$ cat config.mk
export PLATFORM = sky130hd
export DESIGN_NAME = m3h_mul
export DESIGN_NICKNAME = d
export VERILOG_FILES = /design/src/sv/m3h_pkg.sv /design/src/sv/m3h_mul.sv
export SDC_FILE = /design/constraint.sdc
export NUM_CORES = 2
export LEC_CHECK = 0
export BUFFER_PORTS_ARGS = -buffer_cell sky130_fd_sc_hd__buf_2
export CORE_MARGIN = 1
export CORE_UTILIZATION = 65
export DETAILED_ROUTE_END_ITERATION = 8
export GPL_TIMING_DRIVEN = 0
export PLACE_DENSITY = 0.84
export SETUP_SLACK_MARGIN = 0.4
export SYNTH_ARGS = -nofsm -noshare
export SYNTH_HDL_FRONTEND = slang
export SYNTH_SLANG_ARGS = --single-unit
$ cat constraint.sdc
create_clock -name clk -period 12.05 [get_ports clk]
set_input_delay 2.41 -clock clk [delete_from_list [all_inputs] [get_ports clk]]
set_output_delay 2.41 -clock clk [all_outputs]
set_load 0.01 [all_outputs]
$ cat src/sv/m3h_pkg.sv
// ----------------------------------------------------------------------------
// m3h_pkg: shared definitions for the bit-length MurmurHash3 x64 hash unit.
// Holds the hash constants, the sequencer state type and the request and
// response bundles of the shared 64-bit multiplier.
// ----------------------------------------------------------------------------
`default_nettype none

package m3h_pkg;

	// Word widths of the datapath.
	localparam int unsigned WORD_W = 64;
	localparam int unsigned HALF_W = 32;
	localparam int unsigned TOT_W  = 32;

	// Block scramble multipliers and lane offsets.
	localparam logic [WORD_W-1:0] MUL_A   = 64'h87c37b91114253d5;
	localparam logic [WORD_W-1:0] MUL_B   = 64'h4cf5ad432745937f;
	localparam logic [WORD_W-1:0] ADD_ONE = 64'h0000000052dce729;
	localparam logic [WORD_W-1:0] ADD_TWO = 64'h0000000038495ab5;

	// Finalization multipliers.
	localparam logic [WORD_W-1:0] FIN_A = 64'hff51afd7ed558ccd;
	localparam logic [WORD_W-1:0] FIN_B = 64'hc4ceb9fe1a85ec53;

	// Sequencer states of the hash unit.
	typedef enum logic [3:0] {
		ST_IDLE,
		ST_SA1,
		ST_SA2,
		ST_SB1,
		ST_SB2,
		ST_L1_X5,
		ST_L1_ADD,
		ST_L2_X5,
		ST_L2_ADD,
		ST_FIN_XOR,
		ST_FIN_ADD1,
		ST_FIN_ADD2,
		ST_FM_A,
		ST_FM_B,
		ST_SUM
	} m3h_state_t;

	// Request to the shared multiplier: operands are taken on start.
	typedef struct packed {
		logic              start;
		logic [WORD_W-1:0] a;
		logic [WORD_W-1:0] b;
	} m3h_mul_req_t;

	// Response of the shared multiplier: product is valid while done is high.
	typedef struct packed {
		logic              busy;
		logic              done;
		logic [WORD_W-1:0] product;
	} m3h_mul_rsp_t;

endpackage

`default_nettype wire

$ cat src/sv/m3h_mul.sv
// ----------------------------------------------------------------------------
// m3h_mul: shared 64 x 64 multiplier, low 64 bits of the product.
// One 32 x 32 multiplier forms three partial products in turn and an
// accumulator folds them into the product.
// ----------------------------------------------------------------------------
`default_nettype none

module m3h_mul (
	input  wire logic                  clk,
	input  wire logic                  arst_n,
	input  wire m3h_pkg::m3h_mul_req_t req,
	output m3h_pkg::m3h_mul_rsp_t      rsp
);

	logic [m3h_pkg::WORD_W-1:0] a_q;
	logic [m3h_pkg::WORD_W-1:0] b_q;
	logic [m3h_pkg::WORD_W-1:0] acc_q;
	logic [m3h_pkg::WORD_W-1:0] prod_s1;
	logic [1:0]                 step_q;
	logic                       busy_q;
	logic                       done_q;
	logic [m3h_pkg::HALF_W-1:0] op_x;
	logic [m3h_pkg::HALF_W-1:0] op_y;

	// Operand halves for each partial product; the high by high term drops out.
	always_comb begin
		case (step_q)
			2'd0: begin
				op_x = a_q[31:0];
				op_y = b_q[31:0];
			end
			2'd1: begin
				op_x = a_q[31:0];
				op_y = b_q[63:32];
			end
			2'd2: begin
				op_x = a_q[63:32];
				op_y = b_q[31:0];
			end
			default: begin
				op_x = '0;
				op_y = '0;
			end
		endcase
	end

	// Step control; done is raised for one cycle after the last partial product.
	always_ff @(posedge clk or negedge arst_n) begin
		if (!arst_n) begin
			busy_q <= 1'b0;
			done_q <= 1'b0;
			step_q <= 2'd0;
		end else begin
			done_q <= busy_q && !req.start && (step_q == 2'd3);
			if (req.start) begin
				busy_q <= 1'b1;
				step_q <= 2'd0;
			end else if (busy_q) begin
				step_q <= step_q + 2'd1;
				if (step_q == 2'd3) begin
					busy_q <= 1'b0;
				end
			end
		end
	end

	// Operand capture, registered partial product and accumulation.
	always_ff @(posedge clk) begin
		if (req.start) begin
			a_q <= req.a;
			b_q <= req.b;
		end
		if (busy_q) begin
			prod_s1 <= 64'(op_x) * 64'(op_y);
			case (step_q)
				2'd1:    acc_q <= prod_s1;
				2'd2:    acc_q <= acc_q + {prod_s1[31:0], 32'b0};
				2'd3:    acc_q <= acc_q + {prod_s1[31:0], 32'b0};
				default: acc_q <= acc_q;
			endcase
		end
	end

	assign rsp.busy    = busy_q;
	assign rsp.done    = done_q;
	assign rsp.product = acc_q;

endmodule

`default_nettype wire

Word level (Yosys, flattened, before mapping)
Index checks and enable logic that the tools add are counted.

Flip-flop bits (word level): 260. Input port bits: 131. Output and inout bits: 66. Word-level logic and storage cells: 31.

Add/sub/neg operators: 2. $mul: 1. Eq/ne operators: 3. Multiplexer cells: 8. Reduce and logical (&&, ||, !) cells: 10.

Operator list (number): 32-bit case mux with 2 select lines (2); 64-bit case mux with 2 select lines (1); 64-bit adder (1); 32-bit by 32-bit multiplier with 64-bit output (1); 2-bit OR reduction (3); 2-bit == test, second input constant (2); 2-bit two-way mux (2); 2-bit nonzero test (2); 1-bit two-way mux (3); 2-bit by 1-bit adder with 2-bit output, second input constant (1); 2-bit by 1-bit == test with 1-bit output, second input constant (1); 1-bit logical AND (2); 2-bit zero test (1); 2-bit AND reduction (1); 1-bit zero test (1).

Longest topological paths before layout
Depth in word-level cells: 4. Depth in mapped cells: 36. Depth with buffers taken out: 31.

Least setup slack after synthesis
No wires, ideal clock.

Path kind: flip-flop to flip-flop. Start point: register step_q[0]. End point: register prod_s1[61] (netlist bit), data pin. Setup time: 0.278 ns. Data arrival time: 8.545 ns. Data required time: 11.772 ns. Path slack: 3.227 ns. Stages on the path, launching flop included: 33. Buffers on the path: 5. Clock period less this slack: 8.823 ns. Cell sequence: dfrtp_1 inv_1 clkbuf_1 ha_1 or2_2 clkbuf_1 buf_1 a22oi_1 clkbuf_1 nor2_1 fa_1 inv_1 fa_1 fa_1 fa_1 inv_1 fa_1 inv_1 fa_1 inv_1 fa_1 fa_1 ha_1 buf_2 o211ai_1 a21oi_1 nor2b_1 nor4b_1 a32o_1 a21oi_2 or2_2 a41oi_1 o311ai_0.

Longest elaborated chain between the ends: 4. Elaborated cells on any way between the ends: 8. Classes of those cells: mul: 1; eq/ne: 2; mux: 2; reduce/logical: 3.

Ends and longest elaborated chain: start, declared (line m3h_mul.sv:19) `logic [1:0] step_q;`; start signal, assigned (line m3h_mul.sv:59) `step_q <= step_q + 2'd1;`; 2-bit by 1-bit == test with 1-bit output, or another cell as far along (line m3h_mul.sv:27) `case (step_q)`; 2-bit OR reduction (no line); 32-bit case mux with 2 select lines (line m3h_mul.sv:27); 32-bit by 32-bit multiplier with 64-bit output * (line m3h_mul.sv:74) `prod_s1 <= 64'(op_x) * 64'(op_y);`; end signal, assigned (line m3h_mul.sv:74); end, declared (line m3h_mul.sv:18) `logic [m3h_pkg::WORD_W-1:0] prod_s1;`.

Every way passes the cells marked *; elsewhere a longest branch is shown, timed or not. A chain may end at the register's enable or synchronous reset.

Worst setup path in the final report
Start point: register step_q[0]. End point: register prod_s1[62] (netlist bit), data pin.

The elaborated chain is that of the path after synthesis.

==> out/results.md <==
| Group | Metric | Reported |
|---|---|---|
| timing | Highest attainable clock frequency | 0.0870 GHz |
| clock network | Clock network latency to the later pin of the worst-skew pair | 0.59 ns |
| status | Violated checks | max-capacitance violations, max-slew violations |
| setup path | Number of buffer and inverter stages on the critical path | 10 |
| setup path | Critical-path maximum fanout | 11 |
| layout | Fraction of final layout cells sized beyond drive strength 1 | 7.62% |
| setup path | Cell seen most often among critical-path stages | sky130_fd_sc_hd__fa_1 |
| flow run | Number of max-capacitance violations reported | 3 |
| synthesis | Number of distinct library cell variants in the gate-level netlist after synthesis | 80 |
| synthesis | Cell taking the most area after synthesis | sky130_fd_sc_hd__fa_1 |
| worst hold path | Hold WC Path Type | reg2reg |
| setup path | Data required time at the worst endpoint | 12.41 ns |
| synthesis | Sequential-to-total area share from yosys stat | 18.0% |
| timing | Final number of max-transition violations | 19 |
| timing | Setup TNS after final layout | 0 ns |
| global route | Global router's overall resource usage | 50.1% |
| route | First DRT Iteration DRCs | 4584 |
| setup path | Delay-heaviest family, CP | adder cells |
| placed design | Final weighted congestion in routability-driven placement | 1.15 |
| synthesis | EDFF count, synth | 256 |
| timing | Transition time at the pin with the least slew margin | 1.64 ns |
| timing | Final critical-path required period | 11.50 ns |
| timing | Setup repair after global routing missed its margin | no |
| timing | Slew margin rel. | -9.83% |
| setup path | Slowest library cell on the worst path | sky130_fd_sc_hd__clkbuf_1 |
| layout | Design area | 0.0465 mm2 |
| clock network | H-tree levels | 1 |
| route | Detailed-routing iteration count for the pre-antenna-repair pass | 8 |
| route | Post-detailed-route count of antenna-violating nets | 0 |
| global route | Largest net degree at the start of global routing | 86 |
| synthesis | Syn_nets | 5828 |
| layout | Non-filler instance count after layout | 5633 |
| clock network | Sink Count | 260 |
| clock network | TritonCTS Buffers | 28 |
| setup path | Worst path max stage delay | 1.06 ns |
| global route | Grt ovf | 0 |
| clock network | Clock-pin slew on the worst setup and hold paths | 0.06 ns |
| global route | Vias in the first global route | 35700 |
| clock network | CTS root buf | sky130_fd_sc_hd__clkbuf_16 |
| setup path | Critical path data arrival time | 11.86 ns |
| floorplan | Die W | 260 um |
| layout | Total Nets Final | 6068 |
| route | Routed wire per std cell | 29.5 um |
| synthesis | Top post-synthesis cells by area | sky130_fd_sc_hd__fa_1 42%, sky130_fd_sc_hd__edfxtp_1 18%, sky130_fd_sc_hd__ha_1 8.6% |
| clock network | Post-cts hold buffer count | 0 |
| status | Outcome | complete, but fails checks |
| floorplan | Initial standard-cell utilization of the core | 65.7% |
| route | Total routed wirelength | 166000 um |
| global route | Number of antenna violations at the first check in global routing | 9 |
| setup path | R2R setup slack | 0.55 ns |
| floorplan | Die Footprint | 0.0675 mm2 |
| route | Number of vias per cell | 6.29 |
| setup path | Classification of the worst setup path | reg2reg |
| synthesis | Post-synthesis sequential element count | 260 |
| route | DR vias | 35400 |
| clock network | Buffer levels on the longest clock path | 3 |
| layout | Most common library cell in the layout ignoring fill and taps | sky130_fd_sc_hd__inv_1 |
| synthesis | Number of instances in the synthesized netlist | 4502 |
| timing | Final period utilization | 95.4% |
| placed design | Placed instance count | 5576 |
| layout | Area added between synthesis and finish | 7.55% |
| timing | Setup Skew | 0.0197 ns |
| floorplan | Die height | 260 um |
| setup path | Endpoint class of the critical path | flop |
| timing | Setup violators final | 0 |
| placed design | Final HPWL DP | 136000 um |
| placed design | Total cell area at the placement stage | 0.0455 mm2 |
| clock network | CTS tree | built |
| layout | Most used cells in the layout excluding fill and tap cells | 903 x sky130_fd_sc_hd__inv_1, 897 x sky130_fd_sc_hd__fa_1, 647 x sky130_fd_sc_hd__nor2_1, 541 x sky130_fd_sc_hd__nand2_1, 298 x sky130_fd_sc_hd__ha_1 |
| timing | Hold Violations, Final | 0 |
| synthesis | Share of async-settable or async-resettable flops after synthesis | 1.54% |
| setup path | Sort of element at the start of the critical path | flop |
| synthesis | Syn Std Cell Area | 0.0432 mm2 |
| synthesis | Warning count from the yosys run | 0 |
| placed design | Number of buffer cells added on primary ports | 196 |
| global route | Global-route wire length before repair | 234000 um |
| floorplan | Core Area | 0.0657 mm2 |
| route | DRC violation count after routing | 0 |
| floorplan | Number of I/O pins | 197 |
| synthesis | Prevailing post-synth register cell | sky130_fd_sc_hd__edfxtp_1 |
| floorplan | Total number of placement rows | 94 |
| synthesis | Avg Cell Area, Syn | 9.60 um2 |
| synthesis | Top cell type's share of synthesized area | 41.6% |
==> cells in the mapped netlist (8+ instances only) <==
library cell and n:
sky130_fd_sc_hd__inv_1 903, sky130_fd_sc_hd__fa_1 897, sky130_fd_sc_hd__nor2_1 651, sky130_fd_sc_hd__nand2_1 541, sky130_fd_sc_hd__ha_1 298, sky130_fd_sc_hd__edfxtp_1 256
sky130_fd_sc_hd__clkbuf_1 218, sky130_fd_sc_hd__a21oi_1 96, sky130_fd_sc_hd__o21ai_0 73, sky130_fd_sc_hd__a22oi_1 63, sky130_fd_sc_hd__a21o_1 55, sky130_fd_sc_hd__xnor2_1 54
sky130_fd_sc_hd__xor2_1 36, sky130_fd_sc_hd__and2_1 35, sky130_fd_sc_hd__or2_2 33, sky130_fd_sc_hd__a22o_1 32, sky130_fd_sc_hd__nand4_1 24, sky130_fd_sc_hd__o21bai_1 20
sky130_fd_sc_hd__nand3_1 16, sky130_fd_sc_hd__nor3_1 16, sky130_fd_sc_hd__and3_1 12, sky130_fd_sc_hd__o21a_1 11, sky130_fd_sc_hd__a211oi_1 10, sky130_fd_sc_hd__buf_1 10
sky130_fd_sc_hd__a31oi_1 8, sky130_fd_sc_hd__buf_2 8, sky130_fd_sc_hd__nor2b_1 8, sky130_fd_sc_hd__nor4_1 8
==> cell type report <==
class / instances / area (um2)
Clock buffer: 39 / 763
Clock inverter: 11 / 87.6
Antenna cell: 7 / 17.5
Timing Repair Buffer: 212 / 1180
Buffer: 239 / 968
Sequential cell: 260 / 7790
Tap cell: 864 / 1080
Multi-Input combinational cell: 3098 / 31200
Inverter: 903 / 3390
Fill cell: 5029 / 19300
==> registers in the layout, indices dropped and copies added (netlist names) <==
register / cells
busy_q: 1
b_q: 64
prod_s1: 64
a_q: 64
acc_q: 64
done_q: 1
step_q: 2
==> what timing repair did <==
item                                    CTS  global route
endpoints found under the setup margin    1            20
setup buffers                             0             0
resized for setup                         4            64
==> stage by stage <==
stage / setup slack [ns] / util, % / hold slack (ns)
2_1_floorplan: 3.23 / - / 0.489
3_3_place_gp: 0.0145 / 68.9 / 0.524
3_5_place_dp: 0.344 / 69.2 / 0.536
4_1_cts: 0.453 / 70.5 / 0.552
5_1_grt: 0.460 / 70.7 / 0.560
6_report: 0.552 / 70.7 / 0.556
==> metal layers <==
layer  part of all wire, %  vias to the layer above  GRT usage (%)  wire [um]
met5                  0.33                        -          0.499        542
met4                   9.1                       28           35.1      15100
met3                    15                      798           22.0      25700
met2                    41                     2822           71.3      68900
met1                    34                    17500           61.0      55900
li1                      -                    14300              -          -
==> final timing paths <==
kind,startpoint,endpoint,cells past startpoint
max,step_q[0],prod_s1[62],29
min,prod_s1[34],acc_q[34],2
max reg2reg,step_q[0],prod_s1[62],29
min reg2reg,prod_s1[34],acc_q[34],2
max in group asynchronous,arst_n,busy_q,1
min in group asynchronous,arst_n,done_q,1
==> worst reg2reg max path: cells and delay by family, from the launching register on <==
family	cells	cell delay, ns
compound gates	4	1.38
xor+xnor	1	0.30
fa+ha+maj	10	5.12
buf+inv	10	2.82
flops	1	0.43
simple gates	4	1.24
==> kinds of logic after synthesis <==
kind of cell / count (synthesis) / synth area share [%]
multiplexers: 5 / 0.127
flip-flops: 260 / 18.0
XOR/XNOR: 90 / 1.82
AND/OR/NAND/NOR: 1368 / 12.9
buffers and inverters: 1144 / 9.99
adder cells (fa/ha/maj): 1195 / 50.2
AO/OA/AOI/OAI: 440 / 7.00
Power is left out: the tool's default activity adds up to more than one toggle a clock period on the data nets, which glitch-free logic cannot reach.
